<file path="src/rtl/core/hre_pkg.sv">
`timescale 1ns / 1ps

package hre_pkg;

	localparam int STORE_DEPTH  = 16;
	localparam int RECORD_MAX   = 16;
	localparam int IDX_W        = $clog2(STORE_DEPTH);
	localparam int LEN_W        = IDX_W + 1;
	localparam int PC_W         = 5;
	localparam int CHAR_W       = 7;

	localparam logic [CHAR_W-1:0] CH_COLON = 7'h3a;
	localparam logic [CHAR_W-1:0] CH_ZERO  = 7'h30;
	localparam logic [CHAR_W-1:0] CH_ONE   = 7'h31;
	localparam logic [CHAR_W-1:0] CH_F     = 7'h46;
	localparam logic [CHAR_W-1:0] CH_NL    = 7'h0a;

	// which record byte feeds the hex digit of a step
	typedef enum logic [2:0] {
		SEL_CONST,
		SEL_LEN,
		SEL_ADDR_HI,
		SEL_ADDR_LO,
		SEL_ZERO,
		SEL_DATA,
		SEL_CHK
	} sel_t;

	typedef enum logic [1:0] {
		OP_NEXT,
		OP_LOOP,
		OP_EOL,
		OP_STOP
	} op_t;

	typedef struct packed {
		sel_t              sel;
		logic              nib_hi;
		logic [CHAR_W-1:0] ch;
		op_t               op;
		logic [PC_W-1:0]   target;
	} uword_t;

	typedef struct packed {
		logic              busy;
		sel_t              sel;
		logic              nib_hi;
		logic [CHAR_W-1:0] ch;
		logic              last;
		logic [IDX_W-1:0]  idx;
	} hre_ctrl_t;

	localparam logic [PC_W-1:0] PC_DATA_HI = 5'd9;

	// record program: colon, length, address, type, data loop, checksum, newline,
	// then the end record when the image is finished
	function automatic uword_t ucode(input logic [PC_W-1:0] pc);
		uword_t w;
		w = '{sel: SEL_CONST, nib_hi: 1'b0, ch: CH_ZERO, op: OP_NEXT, target: '0};
		case (pc) inside
			5'd0:           w.ch = CH_COLON;
			5'd1:           begin w.sel = SEL_LEN;     w.nib_hi = 1'b1; end
			5'd2:           w.sel = SEL_LEN;
			5'd3:           begin w.sel = SEL_ADDR_HI; w.nib_hi = 1'b1; end
			5'd4:           w.sel = SEL_ADDR_HI;
			5'd5:           begin w.sel = SEL_ADDR_LO; w.nib_hi = 1'b1; end
			5'd6:           w.sel = SEL_ADDR_LO;
			5'd7:           begin w.sel = SEL_ZERO;    w.nib_hi = 1'b1; end
			5'd8:           w.sel = SEL_ZERO;
			5'd9:           begin w.sel = SEL_DATA;    w.nib_hi = 1'b1; end
			5'd10:          begin w.sel = SEL_DATA; w.op = OP_LOOP; w.target = PC_DATA_HI; end
			5'd11:          begin w.sel = SEL_CHK;     w.nib_hi = 1'b1; end
			5'd12:          w.sel = SEL_CHK;
			5'd13:          begin w.ch = CH_NL; w.op = OP_EOL; end
			5'd14:          w.ch = CH_COLON;
			[5'd15:5'd21]:  w.ch = CH_ZERO;
			5'd22:          w.ch = CH_ONE;
			[5'd23:5'd24]:  w.ch = CH_F;
			5'd25:          begin w.ch = CH_NL; w.op = OP_STOP; end
			default:        w.op = OP_STOP;
		endcase
		return w;
	endfunction

	function automatic logic [CHAR_W-1:0] hex_char(input logic [3:0] nib);
		logic [CHAR_W-1:0] c;
		if (nib < 4'd10)
			c = CH_ZERO + CHAR_W'(nib);
		else
			c = 7'h61 + CHAR_W'(nib - 4'd10);
		return c;
	endfunction

endpackage

</file>
<file path="src/rtl/core/hre_if.sv">
`timescale 1ns / 1ps

interface hre_byte_if;
	logic       valid;
	logic       ready;
	logic [7:0] data_byte;
	logic       final_byte;

	modport source (output valid, output data_byte, output final_byte, input ready);
	modport sink   (input valid, input data_byte, input final_byte, output ready);
endinterface

interface hre_text_if;
	logic       valid;
	logic       ready;
	logic [6:0] text_char;
	logic       run_last;

	modport source (output valid, output text_char, output run_last, input ready);
	modport sink   (input valid, input text_char, input run_last, output ready);
endinterface

</file>
<file path="src/rtl/core/hre_seq.sv">
`timescale 1ns / 1ps

module hre_seq
	import hre_pkg::*;
(
	input  logic             clk,
	input  logic             arst_n,
	input  logic             start,
	input  logic             adv,
	input  logic [LEN_W-1:0] len,
	input  logic             end_pend,
	output hre_ctrl_t        ctrl
);

	logic             busy_q;
	logic [PC_W-1:0]  pc_q;
	logic [IDX_W-1:0] idx_q;
	uword_t           uw;
	logic             more_data;

	assign uw        = ucode(pc_q);
	assign more_data = ({1'b0, idx_q} + LEN_W'(1)) < len;

	always_comb begin
		ctrl.busy   = busy_q;
		ctrl.sel    = uw.sel;
		ctrl.nib_hi = uw.nib_hi;
		ctrl.ch     = uw.ch;
		ctrl.idx    = idx_q;
		ctrl.last   = (uw.op == OP_STOP) || ((uw.op == OP_EOL) && !end_pend);
	end

	always_ff @(posedge clk or negedge arst_n) begin
		if (!arst_n) begin
			busy_q <= 1'b0;
			pc_q   <= '0;
			idx_q  <= '0;
		end else if (start) begin
			busy_q <= 1'b1;
			pc_q   <= '0;
			idx_q  <= '0;
		end else if (busy_q && adv) begin
			case (uw.op)
				OP_NEXT: pc_q <= pc_q + PC_W'(1);
				OP_LOOP: begin
					if (more_data) begin
						idx_q <= idx_q + IDX_W'(1);
						pc_q  <= uw.target;
					end else begin
						pc_q <= pc_q + PC_W'(1);
					end
				end
				OP_EOL: begin
					if (end_pend)
						pc_q <= pc_q + PC_W'(1);
					else
						busy_q <= 1'b0;
				end
				OP_STOP: busy_q <= 1'b0;
				default: busy_q <= 1'b0;
			endcase
		end
	end

endmodule

</file>
<file path="src/rtl/core/intel_hex_record_encoder.sv">
`timescale 1ns / 1ps

// byte stream in on data, hex text out on text, one ascii character per beat
// bytes are held until RECORD_BYTES are buffered or a beat with final_byte set
// arrives; that beat starts a type 00 record with lowercase digits and newline
// a final beat also appends the end record ":00000001FF" and a newline
// run_last marks the last character caused by an input beat
// a beat that only buffers its byte is taken with no output
// a record of n bytes gives 12 + 2n characters, the end record 12 more
// the first character passes the sequencer and the single output register to
// text, then one character a cycle while text is ready; data.ready is low
// while the record program runs; a stall on text freezes the sequencer with
// the character held; the user must write base_address via cfg_we/cfg_wdata
// only while the block is idle, which the block itself does not enforce
// reset clears the buffer count, offset, running sum and base address
module intel_hex_record_encoder
	import hre_pkg::*;
#(
	parameter int RECORD_BYTES = RECORD_MAX
) (
	input  logic              clk,
	input  logic              arst_n,
	input  logic              cfg_we,
	input  logic [15:0]       cfg_wdata,
	hre_byte_if.sink          data,
	hre_text_if.source        text
);

	logic [7:0]        store_q [STORE_DEPTH];
	logic [LEN_W-1:0]  fill_q;
	logic [15:0]       offset_q;
	logic [7:0]        rsum_q;
	logic [15:0]       base_q;

	logic [LEN_W-1:0]  len_q;
	logic [15:0]       addr_q;
	logic [7:0]        dsum_q;
	logic              endp_q;

	logic              out_valid_q;
	logic [CHAR_W-1:0] out_char_q;
	logic              out_last_q;

	hre_ctrl_t         ctrl;
	logic              accept;
	logic              adv;
	logic              start;
	logic [LEN_W-1:0]  fill_nx;
	logic [7:0]        rsum_nx;
	logic [7:0]        chk;
	logic [7:0]        cur_byte;
	logic [3:0]        nib;
	logic [CHAR_W-1:0] cur_char;

	assign accept  = data.valid && data.ready;
	assign adv     = !out_valid_q || text.ready;
	assign fill_nx = fill_q + LEN_W'(1);
	assign rsum_nx = rsum_q + data.data_byte;
	assign start   = accept && ((fill_nx >= LEN_W'(RECORD_BYTES)) || data.final_byte);

	assign data.ready     = !ctrl.busy;
	assign text.valid     = out_valid_q;
	assign text.text_char = out_char_q;
	assign text.run_last  = out_last_q;

	// two's complement of length, address bytes and data sum
	assign chk = 8'd0 - (8'(len_q) + addr_q[15:8] + addr_q[7:0] + dsum_q);

	always_comb begin
		case (ctrl.sel)
			SEL_LEN:     cur_byte = 8'(len_q);
			SEL_ADDR_HI: cur_byte = addr_q[15:8];
			SEL_ADDR_LO: cur_byte = addr_q[7:0];
			SEL_DATA:    cur_byte = store_q[ctrl.idx];
			SEL_CHK:     cur_byte = chk;
			default:     cur_byte = 8'h00;
		endcase
		nib      = ctrl.nib_hi ? cur_byte[7:4] : cur_byte[3:0];
		cur_char = (ctrl.sel == SEL_CONST) ? ctrl.ch : hex_char(nib);
	end

	hre_seq u_seq (
		.clk      (clk),
		.arst_n   (arst_n),
		.start    (start),
		.adv      (adv),
		.len      (len_q),
		.end_pend (endp_q),
		.ctrl     (ctrl)
	);

	always_ff @(posedge clk) begin
		if (accept)
			store_q[fill_q[IDX_W-1:0]] <= data.data_byte;
		if (start) begin
			len_q  <= fill_nx;
			addr_q <= base_q + offset_q;
			dsum_q <= rsum_nx;
		end
		if (ctrl.busy && adv) begin
			out_char_q <= cur_char;
			out_last_q <= ctrl.last;
		end
	end

	always_ff @(posedge clk or negedge arst_n) begin
		if (!arst_n) begin
			fill_q      <= '0;
			offset_q    <= '0;
			rsum_q      <= '0;
			base_q      <= '0;
			endp_q      <= 1'b0;
			out_valid_q <= 1'b0;
		end else begin
			if (cfg_we)
				base_q <= cfg_wdata;
			if (start) begin
				fill_q   <= '0;
				rsum_q   <= '0;
				endp_q   <= data.final_byte;
				offset_q <= data.final_byte ? 16'h0000 : offset_q + 16'(fill_nx);
			end else if (accept) begin
				fill_q <= fill_nx;
				rsum_q <= rsum_nx;
			end
			if (adv)
				out_valid_q <= ctrl.busy;
		end
	end

	assert property (@(posedge clk) disable iff (!arst_n)
		$rose(text.valid) |-> $past(ctrl.busy))
		else $error("text beat without a running record");

	assert property (@(posedge clk) disable iff (!arst_n)
		fill_q < LEN_W'(RECORD_BYTES))
		else $error("buffer count reached a full record");

	assert property (@(posedge clk) disable iff (!arst_n)
		accept && data.final_byte |=> ctrl.busy)
		else $error("final byte did not start a record");

	assert property (@(posedge clk) disable iff (!arst_n)
		ctrl.busy && adv && ctrl.last |=> !ctrl.busy && text.valid && text.run_last)
		else $error("sequencer kept running past the last character");

endmodule
</file>
<file path="src/flat_wrapper.sv">
// flat-port wrapper written by rule: the top's interface ports become plain ports
module intel_hex_record_encoder_flat import hre_pkg::*;
#(
	parameter int RECORD_BYTES = RECORD_MAX
)
  (clk, arst_n, cfg_we, cfg_wdata, data_valid, data_data_byte, data_final_byte, data_ready, text_valid, text_text_char, text_run_last, text_ready);
  hre_byte_if data_i ();
  hre_text_if text_i ();
  input  logic clk;
  input  logic arst_n;
  input  logic cfg_we;
  input  logic [15:0] cfg_wdata;
  input wire logic [$bits(data_i.valid)-1:0] data_valid;
  input wire logic [$bits(data_i.data_byte)-1:0] data_data_byte;
  input wire logic [$bits(data_i.final_byte)-1:0] data_final_byte;
  output wire logic [$bits(data_i.ready)-1:0] data_ready;
  output wire logic [$bits(text_i.valid)-1:0] text_valid;
  output wire logic [$bits(text_i.text_char)-1:0] text_text_char;
  output wire logic [$bits(text_i.run_last)-1:0] text_run_last;
  input wire logic [$bits(text_i.ready)-1:0] text_ready;
  assign data_i.valid = data_valid;
  assign data_i.data_byte = data_data_byte;
  assign data_i.final_byte = data_final_byte;
  assign data_ready = data_i.ready;
  assign text_valid = text_i.valid;
  assign text_text_char = text_i.text_char;
  assign text_run_last = text_i.run_last;
  assign text_i.ready = text_ready;
  intel_hex_record_encoder #(.RECORD_BYTES(RECORD_BYTES)) u_core (.clk(clk), .arst_n(arst_n), .cfg_we(cfg_we), .cfg_wdata(cfg_wdata), .data(data_i), .text(text_i));
endmodule
</file>
<file path="config.mk">
export PLATFORM = sky130hd
export DESIGN_NAME = intel_hex_record_encoder_flat
export DESIGN_NICKNAME = d
export VERILOG_FILES = /design/src/rtl/core/hre_pkg.sv /design/src/rtl/core/hre_if.sv /design/src/rtl/core/hre_seq.sv /design/src/rtl/core/intel_hex_record_encoder.sv /design/src/flat_wrapper.sv
export SDC_FILE = /design/constraint.sdc
export NUM_CORES = 1
export LEC_CHECK = 0
export ABC_AREA = 1
export BUFFER_PORTS_ARGS = -buffer_cell sky130_fd_sc_hd__buf_2
export CAP_MARGIN = 20
export CELL_PAD_IN_SITES_DETAIL_PLACEMENT = 0
export CELL_PAD_IN_SITES_GLOBAL_PLACEMENT = 1
export CORE_ASPECT_RATIO = 1.1
export CORE_MARGIN = 8
export CORE_UTILIZATION = 40
export CTS_CLUSTER_DIAMETER = 200
export DETAILED_ROUTE_END_ITERATION = 6
export PLACE_DENSITY = 0.76
export SETUP_SLACK_MARGIN = 0.02
export SLEW_MARGIN = 20
export SYNTH_ARGS = -nofsm -noshare
export SYNTH_HDL_FRONTEND = slang
export SYNTH_SLANG_ARGS = --single-unit
</file>
<file path="constraint.sdc">
create_clock -name clk -period 11.4 [get_ports clk]
set_clock_uncertainty 0.1 [all_clocks]
set_input_delay 2.28 -clock clk [delete_from_list [all_inputs] [get_ports clk]]
set_output_delay 2.28 -clock clk [all_outputs]
set_load 0.005 [all_outputs]
</file>
==> impl_metrics.yaml, run 1 <==
synth:
  ys_types: 56
  yosys-top-cells-area: "edfxtp_1 (41%), dfrtp_1 (12%), nand2_1 (7.7%)"
  syn_nets: 1305
  synth_ff_type: "edfxtp_1"
  seq_area_frac_synth_pct: 53.3
  syn_avg_cell_area_sq_um: 9.98
  yosys.area.top_type: "edfxtp_1"
  syn-cell-area_sq_mm: 0.0120
  synth_top_area_share_pct: 41.4
  synth-seq-cells: 222
  syn-instance-count: 1199
  synth_edf_count: 165
  async_reset_ff_share_pct: 25.7
  yosysWarnings: 0
global_routing:
  grt_use_total_pct: 15.3
  grt_overflow: 0
  grt_pass1_vias: 8198
  grt_max_degree: 70
  grt_pass1_wl_mm: 43.8
  antenna_found_initial: 0
sta:
  max_freq_ghz: 0.222
  timing.hold.ws_ns: 0.395
  setup_viol: 0
  finalSetupTns_ns: 0
  final_hold_viol_count: 0
  drv_slew: 0
  fin_crit_sh_pct: 39.4
  rsz0062_at_grt: "false"
  max_slew.worst_pin.slew_ns: 0.953
  maxSlewHeadroom_pct: 36.2
  period_minus_slack_ns: 4.50
power:
  pwr-share-seq_pct: 35.7
  pwr-share-clk_pct: 26.7
  swShare_pct: 37.6
  netSwitchingPower_mw: 1.12
  power.total_mw: 2.97
  p_int_mw: 1.86
  combPwrFrac_pct: 37.7
  leakagePower_nw: 5.71
  power_density_mw_per_mm2: 223
  vdd_drop_max_v: 0.000124
place:
  place_hpwl_mm: 19.6
  place_congestion: 0.842
  portBuffers: 39
floorplan:
  io_pins: 40
  core_sq_mm: 0.0295
  row_count: 66
  start_util_pct: 40.6
  die_width_um: 181
  die_area_sq_mm: 0.0357
  die-height_um: 197
clocking:
  cts_tree: "yes"
  worst_skew_pair.late_latency_ns: 0.52
  post_cts.repair.setup_buffers: 0
  clock-sinks: 222
  numCtsBuffers: 24
  htree_levels: 1
  clock_tree.buffer_depth: 3
  cts_hold_buf: 0
  clk_pin_slew_worst_paths_ns: 0.06
  cts_resized: 0
  clk_root_buffer_cell: "clkbuf_16"
critical_path:
  cp-start-kind: "flop"
  crit_chain: "buf_4 > clkinv_1 > buf_4 > nand2_1 > nand3_1 > nand3_1 > o2111ai_1 > nand3_1 > nand2_1 > nor2_1 > nand2_1 > nand2_2 > ha_1 > xnor2_1 > nand3_1 > nand3_1"
  crit_fanout: 69
  slowest_stage: "clkinv_1"
  worstSetupPathType: "reg2reg"
  critPathRequiredTime_ns: 11.55
  worstPathArrival_ns: 4.65
  critPathMaxStageDelay_ns: 0.92
  cp-end-kind: "flop"
  cp_common_cell: "nand3_1"
  r2r_cells: 16
detailed_routing:
  drtIter0Drc: 501
  drcViolationCount: 0
  wire_per_inst_um: 16.8
  via_count: 8336
  drtAntennaViolNets: 0
  wl_mm: 27.3
  via_per_inst: 5.12
  drt_first_pass_iters: 4
layout:
  drive_gt1_share_pct: 13.0
  finalNetCount: 1344
  n_antenna_cell: 0
  utilization_pct: 45.2
  area_growth_pct: 11.3
hold_path:
  hold_class: "reg2reg"
  hold_depth: 2
run:
  drv_cap: 0
run_status:
  status: "finished clean"
final timing paths:
kind,to,start,slack (ns)
max reg2reg,u_core.text.text_char[2]$_DFFE_PP_,u_core.u_seq.idx_q[0]$_DFFE_PN0P_,6.90
max in group asynchronous,u_core.u_seq.idx_q[0]$_DFFE_PN0P_,arst_n,8.81
min reg2reg,u_core.rsum_q[4]$_DFFE_PN0P_,u_core.rsum_q[4]$_DFFE_PN0P_,0.40
min,u_core.rsum_q[4]$_DFFE_PN0P_,u_core.rsum_q[4]$_DFFE_PN0P_,0.40
max,u_core.text.text_char[2]$_DFFE_PP_,u_core.u_seq.idx_q[0]$_DFFE_PN0P_,6.90
min in group asynchronous,u_core.u_seq.pc_q[4]$_DFFE_PN0P_,arst_n,1.81
per-stage QoR:
step	cell area, sq um	instances	setup slack, ns
after floorplan	12000	1199	7.46
after global placement	12500	1586	6.46
after detailed placement	12500	1586	6.39
after CTS	13300	1629	6.89
after global routing	13300	1629	6.52
final	13300	1629	6.90
area by class of cell:
cell class | count | area (sq um)
clock buffers | 25 | 604
repair buffers | 43 | 225
well taps | 374 | 468
flip-flops and latches | 222 | 6380
inverters | 150 | 583
clock inverters | 18 | 210
multi-input cells | 797 | 4850
fillers | 2753 | 16200
layout by cell type, fill, tap and decap left out, types with 5 or more instances in the layout:
cell	count
dfrtp_1	56
nor2_1	94
nand2_1	247
ha_1	61
inv_2	8
o21ai_1	7
clkinv_2	8
buf_2	39
o2111ai_1	5
xor2_1	20
nand3_1	99
nand2_2	11
clkinv_1	5
o21ai_0	59
inv_1	134
fa_1	15
nand2_4	7
o211ai_1	7
a21oi_1	47
clkbuf_16	24
mux2_2	15
or2_2	5
edfxtp_1	165
xnor2_1	9
nor2_4	5
nor3_1	11
o22ai_1	8
nand4_1	19
nor2_2	8
synthesized netlist by cell type (3+ instances only):
cell type / n
nand2_1: 247
edfxtp_1: 165
inv_1: 135
nand3_1: 99
nor2_1: 94
ha_1: 61
o21ai_0: 59
dfrtp_1: 57
a21oi_1: 47
xor2_1: 20
nand4_1: 19
fa_1: 15
mux2_2: 15
buf_2: 14
nand2_2: 11
nor3_1: 11
clkbuf_1: 10
xnor2_1: 9
inv_2: 8
nor2_2: 8
o22ai_1: 8
nand2_4: 7
o211ai_1: 7
o21ai_1: 7
nor2_4: 5
o2111ai_1: 5
or2_2: 5
a22o_1: 4
o31ai_1: 4
a21boi_0: 3
buf_1: 3
buf_6: 3
nand3_4: 3
nand3b_1: 3
nor2_8: 3
cell families after synthesis:
group	synth area share, %
and+or+nand+nor	20.3
DFF	53.3
buffers and inverters	6.15
AOI/OAI and AO/OA	7.84
adders and majority gates	8.89
xor gates and xnor gates	2.12
muxes	1.41
sequential cells by signal (all words and copies together), names as in the netlist, 5 cells and up:
name and cells:
u_core.store_q 128, u_core.rsum_q 8, u_core.text.text_char 7, u_core.fill_q 5
u_core.base_q 16, u_core.offset_q 16, u_core.u_seq.pc_q 5, u_core.addr_q 16
u_core.dsum_q 8, u_core.len_q 5
per-layer routing:
metal | wire length, um | vias up | track usage, % | share of wire (%)
met2 | 12800 | 174 | 25.2 | 47
li1 | - | 4151 | - | -
met5 | 0 | - | 0 | 0
met1 | 12600 | 3965 | 20.8 | 46
met4 | 691 | 0 | 4.87 | 2.5
met3 | 1160 | 46 | 1.89 | 4.3
critical path: cells and delay by family, from the launching register on:
kind | cells | cell delay, ns
AOI/OAI and AO/OA | 1 | 0.23
xor gates and xnor gates | 1 | 0.13
adders and majority gates | 1 | 0.24
buffers and inverters | 3 | 2.06
DFF | 1 | 0.34
and+or+nand+nor | 10 | 1.09
power groups by stage:
stage / Sequential (mW) / Clock [mW] / Combinational, mW
2_1_floorplan: 1.04 / 0 / 0.850
3_3_place_gp: 1.08 / 0 / 1.11
3_5_place_dp: 1.08 / 0 / 1.12
4_1_cts: 1.06 / 0.810 / 1.13
5_1_grt: 1.07 / 0.840 / 1.28
6_report: 1.06 / 0.793 / 1.12
Note: power is estimated with default switching activity, not from simulation.
==> run 2: changes to the inputs <==
--- a/config.mk
+++ b/config.mk
@@ -15,7 +15,7 @@
 export CORE_UTILIZATION = 40
 export CTS_CLUSTER_DIAMETER = 200
 export DETAILED_ROUTE_END_ITERATION = 6
-export PLACE_DENSITY = 0.76
+export PLACE_DENSITY = 0.78
 export SETUP_SLACK_MARGIN = 0.02
 export SLEW_MARGIN = 20
 export SYNTH_ARGS = -nofsm -noshare
==> constraint.sdc (replaced) <==
create_clock -name clk -period 3.85 [get_ports clk]
set_clock_uncertainty 0.1 [all_clocks]
set_input_delay 0.77 -clock clk [delete_from_list [all_inputs] [get_ports clk]]
set_output_delay 0.77 -clock clk [all_outputs]
set_load 0.005 [all_outputs]
==> run 2 against run 1 <==
  * The run now ends with setup timing left
  * Critical endpoint unchanged
  * Combinational power rose to 3.4 times the previous value
  * Sequential cell count did not move
  * Utilization rose by 0.81 points
  * Worst setup slack got worse by 7.1 ns
  * Largest power group unchanged
==> impl_metrics.yaml, run 2 (synthesis gave the netlist of run 1 again) <==
place:
  place_hpwl_mm: 19.9
  portBuffers: 39
  postPlaceCellArea_sq_mm: 0.0127
  place_congestion: 0.859
clocking:
  cts_tree: "yes"
  clock-sinks: 222
  htree_levels: 1
  numCtsBuffers: 23
  clock_tree.buffer_depth: 3
  clk_root_buffer_cell: "clkbuf_16"
  worst_skew_pair.late_latency_ns: 0.52
  clk_pin_slew_worst_paths_ns: 0.06
layout:
  final_area_sq_mm: 0.0136
  final_common_cell: "nand2_1"
  drive_gt1_share_pct: 16.8
  area_growth_pct: 13.3
  final_cell_mix: "nand2_1 (241), edfxtp_1 (165), inv_1 (126)"
  utilization_pct: 46.0
  n_antenna_cell: 0
  finalNetCount: 1373
  largest_register_ffs: 128
global_routing:
  grt_pass1_vias: 8368
  grt_use_total_pct: 15.3
  grt_max_degree: 49
  grt_pass1_wl_mm: 44.0
  antenna_found_initial: 0
  grt_overflow: 0
sta:
  rsz0062_at_grt: "true"
  max_freq_ghz: 0.249
  drv_slew: 0
  max_slew.worst_pin.slew_ns: 0.849
  worst_slack_ns: -0.159
  setup_viol: 6
  period_minus_slack_ns: 4.01
  timing.hold.ws_ns: 0.135
  fin_crit_sh_pct: 104
  maxSlewHeadroom_pct: 43.2
  final_hold_viol_count: 0
critical_path:
  r2r-start: "u_core.dsum_q[1]$_DFFE_PP_"
  worstPathArrival_ns: 4.16
  critPathRequiredTime_ns: 4.01
  worstSetupPathType: "reg2reg"
  cp-start-kind: "flop"
  crit_start: "u_core.dsum_q[1]$_DFFE_PP_"
  cp-end-kind: "flop"
  crit_fanout: 2
power:
  pwr-share-clk_pct: 23.2
  netSwitchingPower_mw: 3.44
  leakagePower_nw: 5.81
  vdd_drop_max_v: 0.000415
  combPwrFrac_pct: 42.2
  power_density_mw_per_mm2: 663
  p_int_mw: 5.55
  swShare_pct: 38.3
  pwr-share-seq_pct: 34.6
floorplan:
  die-height_um: 197
  row_count: 66
  die_area_sq_mm: 0.0357
  io_pins: 40
  core_sq_mm: 0.0295
  start_util_pct: 40.6
  die_width_um: 181
detailed_routing:
  wl_mm: 27.7
  wire_per_inst_um: 16.7
  drt_first_pass_iters: 5
  via_per_inst: 5.09
  drtIter0Drc: 644
  via_count: 8435
  drcViolationCount: 0
  drtAntennaViolNets: 0
run:
  drv_cap: 0
run_status:
  violations: "setup timing"
  status: "complete, but fails checks"
hold_path:
  hold_class: "in2async"
## run 2: area by class of cell
type | instances | area, sq um
timing repair buffer | 73 | 457
sequential | 222 | 6380
tap | 374 | 468
inverter | 150 | 586
fill | 2758 | 15900
clock buffer | 29 | 608
clock inverter | 12 | 93.8
multi-input combinational | 797 | 4970
## run 2: path summary, 6_finish.rpt
check	to	slack, ns	cells after the start
worst max-delay path	u_core.text.text_char[2]$_DFFE_PP_	-0.16	23
worst min register to register	u_core.rsum_q[4]$_DFFE_PN0P_	0.40	2
worst min-delay path	u_core.u_seq.pc_q[2]$_DFFE_PN0P_	0.14	1
max in group asynchronous	u_core.fill_q[2]$_DFFE_PN0P_	2.84	2
worst max register to register	u_core.text.text_char[2]$_DFFE_PP_	-0.16	23
min in group clk	u_core.base_q[1]$_DFFE_PN0P_	0.37	3
## run 2: through the flow
| step | std cells | setup TNS, ns | setup WS (ns) | power [mW] |
|---|---|---|---|---|
| final | 1657 | -0.569 | -0.159 | 8.99 |
| after global routing | 1657 | -1.27 | -0.259 | 9.59 |
| after CTS | 1655 | -0.786 | -0.165 | 8.88 |
| after detailed placement | 1610 | -0.900 | -0.184 | 6.65 |
| after global placement | 1610 | -0.469 | -0.130 | 6.58 |
| after floorplan | 1199 | 0 | 0.0252 | 5.63 |
## run 2: timing repair
action | in CTS | in global routing
endpoints found under the setup margin | 7 | 11
buffers inserted | 4 | 2
hold buffers | 0 | 0
gates cloned | 0 | 0
pin swaps | 14 | 16
gates resized for setup | 14 | 19
## run 2: worst max-delay path: stages, from the launching register on
cell,delay (ns)
edfxtp_1,0.35
inv_2,0.05
fa_2,0.57
inv_2,0.04
fa_2,0.37
fa_2,0.47
inv_2,0.08
ha_4,0.13
inv_2,0.04
fa_2,0.34
inv_2,0.08
nand2_2,0.06
nand2_2,0.07
a21oi_2,0.05
xnor2_1,0.12
nand2_1,0.05
nand2_1,0.05
nor2_1,0.10
nand2_1,0.07
nand2_2,0.10
ha_4,0.20
xnor2_1,0.12
nand3_1,0.08
nand3_1,0.08
## run 2: power by group through the flow
stage / clock network (mW) / registers, mW / logic, mW
after floorplan: 0 / 3.09 / 2.54
after global placement: 0 / 3.15 / 3.44
after detailed placement: 0 / 3.16 / 3.49
after CTS: 2.14 / 3.11 / 3.63
after global routing: 2.21 / 3.14 / 4.24
final: 2.09 / 3.11 / 3.79
## run 2: per-layer routing
| layer | GRT usage (%) | part of all wire (%) | vias to the layer above |
|---|---|---|---|
| li1 | - | - | 4209 |
| met1 | 19.9 | 45 | 3993 |
| met2 | 26.6 | 49 | 185 |
| met3 | 1.82 | 4.0 | 48 |
| met4 | 4.66 | 2.3 | 0 |
| met5 | 0 | 0 | - |
